`config.mk`:
```
export PLATFORM = sky130hd
export DESIGN_NAME = transient_amount_detector_unit
export DESIGN_NICKNAME = d
export VERILOG_FILES = /design/src/hw/rtl/tad_pkg.sv /design/src/hw/rtl/transient_amount_detector_unit.sv /design/src/hw/rtl/tad_ctrl.sv /design/src/hw/rtl/tad_datapath.sv
export SDC_FILE = /design/constraint.sdc
export NUM_CORES = 2
export LEC_CHECK = 0
export ABC_AREA = 1
export BUFFER_PORTS_ARGS = -buffer_cell sky130_fd_sc_hd__buf_2
export CAP_MARGIN = 5
export CORE_AREA = 2 2 417 419
export CTS_BUF_LIST = sky130_fd_sc_hd__clkbuf_4 sky130_fd_sc_hd__clkbuf_8 sky130_fd_sc_hd__clkbuf_16
export CTS_CLUSTER_DIAMETER = 30
export DETAILED_ROUTE_END_ITERATION = 7
export DIE_AREA = 0 0 419 421
export PLACE_DENSITY = 0.82
export RECOVER_POWER = 100
export SLEW_MARGIN = 40
export SYNTH_ARGS = -nofsm -noshare
export SYNTH_HDL_FRONTEND = slang
export SYNTH_HIERARCHICAL = 1
export SYNTH_SLANG_ARGS = --single-unit
```
`constraint.sdc`:
```
create_clock -name i_clk -period 12.5 [get_ports i_clk]
set_input_delay 1.25 -clock i_clk [delete_from_list [all_inputs] [get_ports i_clk]]
set_output_delay 1.25 -clock i_clk [all_outputs]
set_load 0.005 [all_outputs]
```
`src/hw/rtl/tad_pkg.sv`:
```
`timescale 1ns / 1ps
// ----------------------------------------------------------------------------
// Transient amount detector package
// Shared widths, register indexes and the controller-to-datapath command types.
// ----------------------------------------------------------------------------
package tad_pkg;

    localparam int SampleBits = 24;
    localparam int CoefBits   = 24;
    localparam int GuardBits  = 24;
    localparam int CtrlFrac   = 23;
    localparam int LevelBits  = 48;
    localparam int RegBits    = 24;
    localparam int NumRegs    = 8;
    localparam int IdxBits    = 3;

    // Register indexes on the configuration port.
    localparam logic [IdxBits-1:0] REG_FAST_ATTACK   = 3'd0;
    localparam logic [IdxBits-1:0] REG_FAST_RELEASE  = 3'd1;
    localparam logic [IdxBits-1:0] REG_SLOW_ATTACK   = 3'd2;
    localparam logic [IdxBits-1:0] REG_SLOW_RELEASE  = 3'd3;
    localparam logic [IdxBits-1:0] REG_SMOOTH_ATTACK = 3'd4;
    localparam logic [IdxBits-1:0] REG_SMOOTH_RELEASE = 3'd5;
    localparam logic [IdxBits-1:0] REG_GATE_FLOOR    = 3'd6;
    localparam logic [IdxBits-1:0] REG_NORM_MIN      = 3'd7;

    // Follower selection.
    localparam logic [1:0] SEL_FAST   = 2'd0;
    localparam logic [1:0] SEL_SLOW   = 2'd1;
    localparam logic [1:0] SEL_SMOOTH = 2'd2;

    typedef enum logic [3:0] {
        OP_NONE,
        OP_LOAD,
        OP_DIFF,
        OP_MUL_LO,
        OP_MUL_HI,
        OP_UPDATE,
        OP_DIV_SETUP,
        OP_DIV_STEP,
        OP_OUTPUT
    } t_dp_op;

    typedef struct packed {
        t_dp_op     op;
        logic [1:0] sel;
    } t_dp_cmd;

    typedef struct packed {
        logic div_resolved;
        logic out_free;
    } t_dp_status;

endpackage

```
`src/hw/rtl/transient_amount_detector_unit.sv`:
```
`timescale 1ns / 1ps
// ----------------------------------------------------------------------------
// Transient amount detector
// Fast and slow peak followers, normalized difference and an output smoother.
// ----------------------------------------------------------------------------
// One item at a time: a sample is taken only in the idle state, after the previous
// result has entered the output register. Each item runs the shared multiplier
// sequence (three followers: diff, low, high, update each) and the 23-step restoring
// divider; when the target needs no divide, the divider steps are skipped.
// Reset (synchronous, active low) clears all followers and loads default registers.
module transient_amount_detector_unit (
    input  logic        i_clk,
    input  logic        i_rst_n,
    input  logic        i_cfg_we,
    input  logic [2:0]  i_cfg_addr,
    input  logic [23:0] i_cfg_wdata,
    input  logic        s_axis_tvalid,
    output logic        s_axis_tready,
    input  logic [23:0] s_axis_tdata,   // [23:0] audio_in
    output logic        m_axis_tvalid,
    input  logic        m_axis_tready,
    output logic [23:0] m_axis_tdata    // [23:0] transient_amount
);
    import tad_pkg::*;

    t_dp_cmd    w_cmd;
    t_dp_status w_status;

    tad_ctrl u_ctrl (
        .i_clk      (i_clk),
        .i_rst_n    (i_rst_n),
        .i_in_valid (s_axis_tvalid),
        .o_in_ready (s_axis_tready),
        .i_status   (w_status),
        .o_cmd      (w_cmd)
    );

    tad_datapath u_dp (
        .i_clk       (i_clk),
        .i_rst_n     (i_rst_n),
        .i_cfg_we    (i_cfg_we),
        .i_cfg_addr  (i_cfg_addr),
        .i_cfg_wdata (i_cfg_wdata),
        .i_sample    (s_axis_tdata),
        .i_cmd       (w_cmd),
        .o_status    (w_status),
        .o_out_valid (m_axis_tvalid),
        .i_out_ready (m_axis_tready),
        .o_out_data  (m_axis_tdata)
    );

endmodule

```
`src/hw/rtl/tad_ctrl.sv`:
```
`timescale 1ns / 1ps
// ----------------------------------------------------------------------------
// Transient amount detector controller
// Sequences the three follower updates and the restoring divide for one item.
// ----------------------------------------------------------------------------
module tad_ctrl (
    input  logic                i_clk,
    input  logic                i_rst_n,
    input  logic                i_in_valid,
    output logic                o_in_ready,
    input  tad_pkg::t_dp_status i_status,
    output tad_pkg::t_dp_cmd    o_cmd
);
    import tad_pkg::*;

    typedef enum logic [2:0] {
        S_IDLE, S_DIFF, S_MLO, S_MHI, S_UPD, S_DSET, S_DSTEP, S_OUT
    } t_state;

    t_state     r_state;
    logic [1:0] r_sel;
    logic [4:0] r_cnt;

    assign o_in_ready = (r_state == S_IDLE);

    // Command decode from the current state.
    always_comb begin
        o_cmd.sel = r_sel;
        case (r_state)
            S_IDLE:  o_cmd.op = i_in_valid ? OP_LOAD : OP_NONE;
            S_DIFF:  o_cmd.op = OP_DIFF;
            S_MLO:   o_cmd.op = OP_MUL_LO;
            S_MHI:   o_cmd.op = OP_MUL_HI;
            S_UPD:   o_cmd.op = OP_UPDATE;
            S_DSET:  o_cmd.op = OP_DIV_SETUP;
            S_DSTEP: o_cmd.op = OP_DIV_STEP;
            S_OUT:   o_cmd.op = i_status.out_free ? OP_OUTPUT : OP_NONE;
            default: o_cmd.op = OP_NONE;
        endcase
    end

    // State and sequencing registers.
    always_ff @(posedge i_clk) begin
        if (!i_rst_n) begin
            r_state <= S_IDLE;
            r_sel   <= SEL_FAST;
            r_cnt   <= '0;
        end else begin
            case (r_state)
                S_IDLE: begin
                    if (i_in_valid) begin
                        r_sel   <= SEL_FAST;
                        r_state <= S_DIFF;
                    end
                end
                S_DIFF: r_state <= S_MLO;
                S_MLO:  r_state <= S_MHI;
                S_MHI:  r_state <= S_UPD;
                S_UPD: begin
                    if (r_sel == SEL_FAST) begin
                        r_sel   <= SEL_SLOW;
                        r_state <= S_DIFF;
                    end else if (r_sel == SEL_SLOW) begin
                        r_state <= S_DSET;
                    end else begin
                        r_state <= S_OUT;
                    end
                end
                S_DSET: begin
                    r_cnt <= '0;
                    if (i_status.div_resolved) begin
                        r_sel   <= SEL_SMOOTH;
                        r_state <= S_DIFF;
                    end else begin
                        r_state <= S_DSTEP;
                    end
                end
                S_DSTEP: begin
                    r_cnt <= r_cnt + 5'd1;
                    if (r_cnt == 5'(CtrlFrac - 1)) begin
                        r_sel   <= SEL_SMOOTH;
                        r_state <= S_DIFF;
                    end
                end
                S_OUT: begin
                    if (i_status.out_free) r_state <= S_IDLE;
                end
                default: r_state <= S_IDLE;
            endcase
        end
    end

endmodule

```
`src/hw/rtl/tad_datapath.sv`:
```
`timescale 1ns / 1ps
// ----------------------------------------------------------------------------
// Transient amount detector datapath
// Levels, registers, one shared 24x24 multiplier, divider and output register.
// ----------------------------------------------------------------------------
module tad_datapath (
    input  logic                              i_clk,
    input  logic                              i_rst_n,
    input  logic                              i_cfg_we,
    input  logic [tad_pkg::IdxBits-1:0]       i_cfg_addr,
    input  logic [tad_pkg::RegBits-1:0]       i_cfg_wdata,
    input  logic signed [tad_pkg::SampleBits-1:0] i_sample,
    input  tad_pkg::t_dp_cmd                  i_cmd,
    output tad_pkg::t_dp_status               o_status,
    output logic                              o_out_valid,
    input  logic                              i_out_ready,
    output logic [23:0]                       o_out_data
);
    import tad_pkg::*;

    logic [RegBits-1:0]   r_regs [NumRegs];
    logic [LevelBits-1:0] r_fast, r_slow, r_smooth, r_goal;
    logic [LevelBits-1:0] r_diff, r_step, r_divisor;
    logic [LevelBits:0]   r_rem;
    logic [CoefBits-1:0]  r_coef;
    logic                 r_up;
    logic [23:0]          r_target;
    logic                 r_out_valid;
    logic [23:0]          r_out_data;

    logic [LevelBits-1:0] w_level, w_goal, w_floor_lv, w_norm_lv, w_divisor;
    logic [CoefBits-1:0]  w_rise, w_fall;
    logic [SampleBits-1:0] w_mag;
    logic [2*CoefBits-1:0] w_prod;
    logic [LevelBits:0]   w_shift;
    logic                 w_ge;
    logic                 w_gate_open;
    logic                 w_full;
    logic                 w_resolved;

    // Current follower level, goal and coefficients.
    always_comb begin
        case (i_cmd.sel)
            SEL_FAST: begin
                w_level = r_fast;   w_goal = r_goal;
                w_rise = r_regs[REG_FAST_ATTACK]; w_fall = r_regs[REG_FAST_RELEASE];
            end
            SEL_SLOW: begin
                w_level = r_slow;   w_goal = r_goal;
                w_rise = r_regs[REG_SLOW_ATTACK]; w_fall = r_regs[REG_SLOW_RELEASE];
            end
            default: begin
                w_level = r_smooth; w_goal = {r_target, {GuardBits{1'b0}}};
                w_rise = r_regs[REG_SMOOTH_ATTACK]; w_fall = r_regs[REG_SMOOTH_RELEASE];
            end
        endcase
    end

    // Magnitude of the sample; the most negative code maps to exactly 1.0.
    assign w_mag = i_sample[SampleBits-1] ? (~i_sample + 1'b1) : i_sample;

    // Shared multiplier: low half then high half of the level difference.
    assign w_prod = (i_cmd.op == OP_MUL_HI) ? (r_diff[LevelBits-1:CoefBits] * r_coef)
                                            : (r_diff[CoefBits-1:0] * r_coef);

    assign w_floor_lv = {r_regs[REG_GATE_FLOOR], {GuardBits{1'b0}}};
    assign w_norm_lv  = {r_regs[REG_NORM_MIN], {GuardBits{1'b0}}};
    assign w_divisor  = (r_fast > w_norm_lv) ? r_fast : w_norm_lv;

    // The target is settled without a divide when gated off or at full scale.
    assign w_gate_open = (r_fast > w_floor_lv) && (r_fast > r_slow);
    assign w_full      = ((r_fast - r_slow) >= w_divisor);
    assign w_resolved  = !w_gate_open || w_full;

    // One restoring divide step.
    assign w_shift = {r_rem[LevelBits-1:0], 1'b0};
    assign w_ge    = (w_shift >= {1'b0, r_divisor});

    assign o_status.div_resolved = w_resolved;
    assign o_status.out_free     = !r_out_valid || i_out_ready;
    assign o_out_valid = r_out_valid;
    assign o_out_data  = r_out_data;

    // Configuration registers.
    always_ff @(posedge i_clk) begin
        if (!i_rst_n) begin
            r_regs[REG_FAST_ATTACK]    <= 24'd231407;
            r_regs[REG_FAST_RELEASE]   <= 24'd9983;
            r_regs[REG_SLOW_ATTACK]    <= 24'd17467;
            r_regs[REG_SLOW_RELEASE]   <= 24'd1398;
            r_regs[REG_SMOOTH_ATTACK]  <= 24'd173855;
            r_regs[REG_SMOOTH_RELEASE] <= 24'd6354;
            r_regs[REG_GATE_FLOOR]     <= 24'd16777;
            r_regs[REG_NORM_MIN]       <= 24'd209715;
        end else if (i_cfg_we) begin
            r_regs[i_cfg_addr] <= i_cfg_wdata;
        end
    end

    // Follower state and output valid.
    always_ff @(posedge i_clk) begin
        if (!i_rst_n) begin
            r_fast      <= '0;
            r_slow      <= '0;
            r_smooth    <= '0;
            r_out_valid <= 1'b0;
        end else begin
            if (i_cmd.op == OP_UPDATE) begin
                case (i_cmd.sel)
                    SEL_FAST: r_fast   <= r_up ? r_fast + r_step : r_fast - r_step;
                    SEL_SLOW: r_slow   <= r_up ? r_slow + r_step : r_slow - r_step;
                    default:  r_smooth <= r_up ? r_smooth + r_step : r_smooth - r_step;
                endcase
            end
            if (i_cmd.op == OP_OUTPUT) r_out_valid <= 1'b1;
            else if (i_out_ready)      r_out_valid <= 1'b0;
        end
    end

    // Working registers.
    always_ff @(posedge i_clk) begin
        case (i_cmd.op)
            OP_LOAD: r_goal <= {w_mag, {GuardBits{1'b0}}};
            OP_DIFF: begin
                r_up   <= (w_goal > w_level);
                r_diff <= (w_goal > w_level) ? w_goal - w_level : w_level - w_goal;
                r_coef <= (w_goal > w_level) ? w_rise : w_fall;
            end
            OP_MUL_LO: r_step <= {{CoefBits{1'b0}}, w_prod[2*CoefBits-1:CoefBits]};
            OP_MUL_HI: r_step <= r_step + w_prod;
            OP_DIV_SETUP: begin
                r_divisor <= w_divisor;
                r_rem     <= {1'b0, r_fast - r_slow};
                if (w_gate_open && w_full) begin
                    r_target <= 24'(1) << CtrlFrac;
                end else begin
                    r_target <= '0;
                end
            end
            OP_DIV_STEP: begin
                r_rem    <= w_ge ? w_shift - {1'b0, r_divisor} : w_shift;
                r_target <= {r_target[22:0], w_ge};
            end
            OP_OUTPUT: r_out_data <= r_smooth[LevelBits-1:GuardBits];
            default: ;
        endcase
    end

endmodule

```
==> metrics.csv <==
metric,value,unit
worst_path_max_delay_cell,clkbuf_1,
cp_common_cell,clkbuf_1,
fin_skew,94.6,ps
required,13150,ps
cts_tree,done,
final_common_cell,nand2_1,
ys_ff_latch,636,
synth_ff_type,edfxtp_1,
violations,"design-rule violations, max-capacitance violations, max-slew violations",
reg2reg_slack,1310,ps
rsz0062_at_grt,false,
hold_viol,0,
fp-row-count,153,
ant_nets,0,
slowest_delay,2050,ps
grt_max_degree,85,
nNetsFinal,15099,
area_delta_synth_final,10.2,%
layout_common_cells,"nand2_1 (3180), inv_1 (3066), nor2_1 (1204), fa_1 (971), a21oi_1 (845)",
syn_avg_cell_area,7.10,um2
worst-path-buf-inv,7,
final_util,60.1,%
met2_length,154000,um
core-area,0.172,mm2
htreeDepth,4,
vias_per_cell,5.77,
dr.max_layer_used,met5,
ys_seq_area_share,18.6,%
dr_total_vias,91051,
insertion_delay,860,ps
ctsHoldBuffers,0,
grtUsageTotal,42.8,%
period_needed,11190,ps
setup_tns,0,ps
synth-async-reset-ratio,0,%
critPathLaunchType,register,
die_w,419,um
syn_inst,13251,
fmax,89.4,MHz
first_iter_violations,11477,
place.gp.congestion,1.14,
drv_slew,979,
portBuffers,81,
maxCapViolCount,45,
tightest_slew,3500,ps
initial_core_util,54.6,%
grt_pass1_wl,559000,um
drc_errors,6,
min_path_type,register to register,
reg2reg_from,u_ctrl/r_sel[1],
routed_wl,381000,um
synth_area,0.0941,mm2
dp_hpwl,308000,um
critPathLaunch,u_ctrl/r_sel[1],
yosys_warnings,6,
grt_pass1_vias,88574,
syn-num-nets,15058,
wl_met1,153000,um
post_drt_wl_per_cell,24.1,um
setup_viol,0,
cts_buffers,176,
clock_path_buffers,3,
die_h,421,um
clk_pin_slew,50,ps
clock_sink_count,636,
drive_gt1_share,4.70,%
wl_met3,51800,um
antenna_found_initial,14,
cp_max_fo,50,
cts-resized-gates,0,
cp_cell_sequence,"nor2_4, clkbuf_1, clkbuf_1, inv_4, nor2_1, clkbuf_1, inv_1, clkbuf_1, o21ai_0, inv_1",
cp-end-kind,register,
yosysUniqueCellTypes,65,
period_share,89.5,%
synth_edf_count,481,
outcome,finished with violations,
detailedRoute.firstPassIterationCount,8,
worstSetupPathType,register to register,
critical_path_arrival,11830,ps
clock-root-buffer,clkbuf_16,
hp-start,u_dp/r_smooth[43],
ios,82,
overflow,0,
postCtsSetupRepairBufs,0,
maxSlewHeadroom,-134,%
path_delay_family,buffers and inverters,
die_area,0.176,mm2
## layout make-up
cell class | count | area, um2
Sequential cell | 636 | 17500
Antenna cell | 4 | 10.0
Timing Repair Buffer | 255 | 1550
Multi-Input combinational cell | 9138 | 63600
Tap cell | 2325 | 2910
Fill cell | 15769 | 68800
Clock inverter | 123 | 1760
Inverter | 3085 | 11600
Clock buffer | 208 | 4690
## sequential cells by signal (all words and copies together) (netlist names), 5 cells and up
signal and flops:
u_dp/r_diff 48, u_dp/r_coef 24, u_dp/o_out_data 24, u_dp/r_smooth 48, u_dp/r_rem 48, u_dp/r_step 48
u_ctrl/r_cnt 5, u_dp/r_slow 48, u_dp/r_target 24, u_dp/r_regs 192, u_dp/r_goal 24, u_dp/r_divisor 48
u_dp/r_fast 48
## logic make-up after synthesis
kind of cell	share of synthesized area [%]
AOI/OAI and AO/OA	12.0
xor gates and xnor gates	2.54
adders and majority gates	31.0
buffers and inverters	14.0
DFF	18.6
muxes	0.0106
and+or+nand+nor	21.8
## cell usage after synthesis (50+ instances only)
cell | instances | share of area (%)
inv_1 | 3065 | 12
nand2_1 | 3179 | 13
buf_1 | 60 | 0.24
xnor2_1 | 77 | 0.72
a31oi_1 | 62 | 0.41
clkbuf_1 | 297 | 1.2
dfxtp_1 | 155 | 3.3
nor2_1 | 1205 | 4.8
fa_1 | 971 | 21
nand4_1 | 86 | 0.57
a21o_1 | 51 | 0.41
o21bai_1 | 93 | 0.74
ha_1 | 780 | 10
a21oi_1 | 846 | 4.5
o211ai_1 | 59 | 0.47
edfxtp_1 | 481 | 15
o21a_1 | 85 | 0.68
o21ai_0 | 622 | 3.3
o21ai_1 | 50 | 0.27
nor3_1 | 82 | 0.44
nand3_1 | 403 | 2.1
xor2_1 | 196 | 1.8
## final timing paths
path	to	cells past startpoint
max reg2reg	u_dp/r_fast[25]	10
min	u_dp/o_out_data[19]	0
max	u_dp/r_fast[25]	10
min reg2reg	u_dp/o_out_data[19]	0
## per-stage QoR
step           cells  hold WS [ps]  instance area (um2)  worst slack, ps
2_1_floorplan  13251           437                94100             3330
3_3_place_gp   15432           479                97200             3130
3_5_place_dp   15437           490                97600             3150
4_1_cts        15768           502               104000             3110
5_1_grt        15771           505               104000             1340
6_report       15774           487               104000             1310
## metal layers
layer,vias up,GRT usage [%]
met5,-,0.355
met4,10,21.6
met3,1074,14.0
met2,5785,60.0
met1,43150,58.8
li1,41032,-
Power is not shown: default switching activity piles up to over one toggle a cycle in this logic, so the estimate is an artifact.
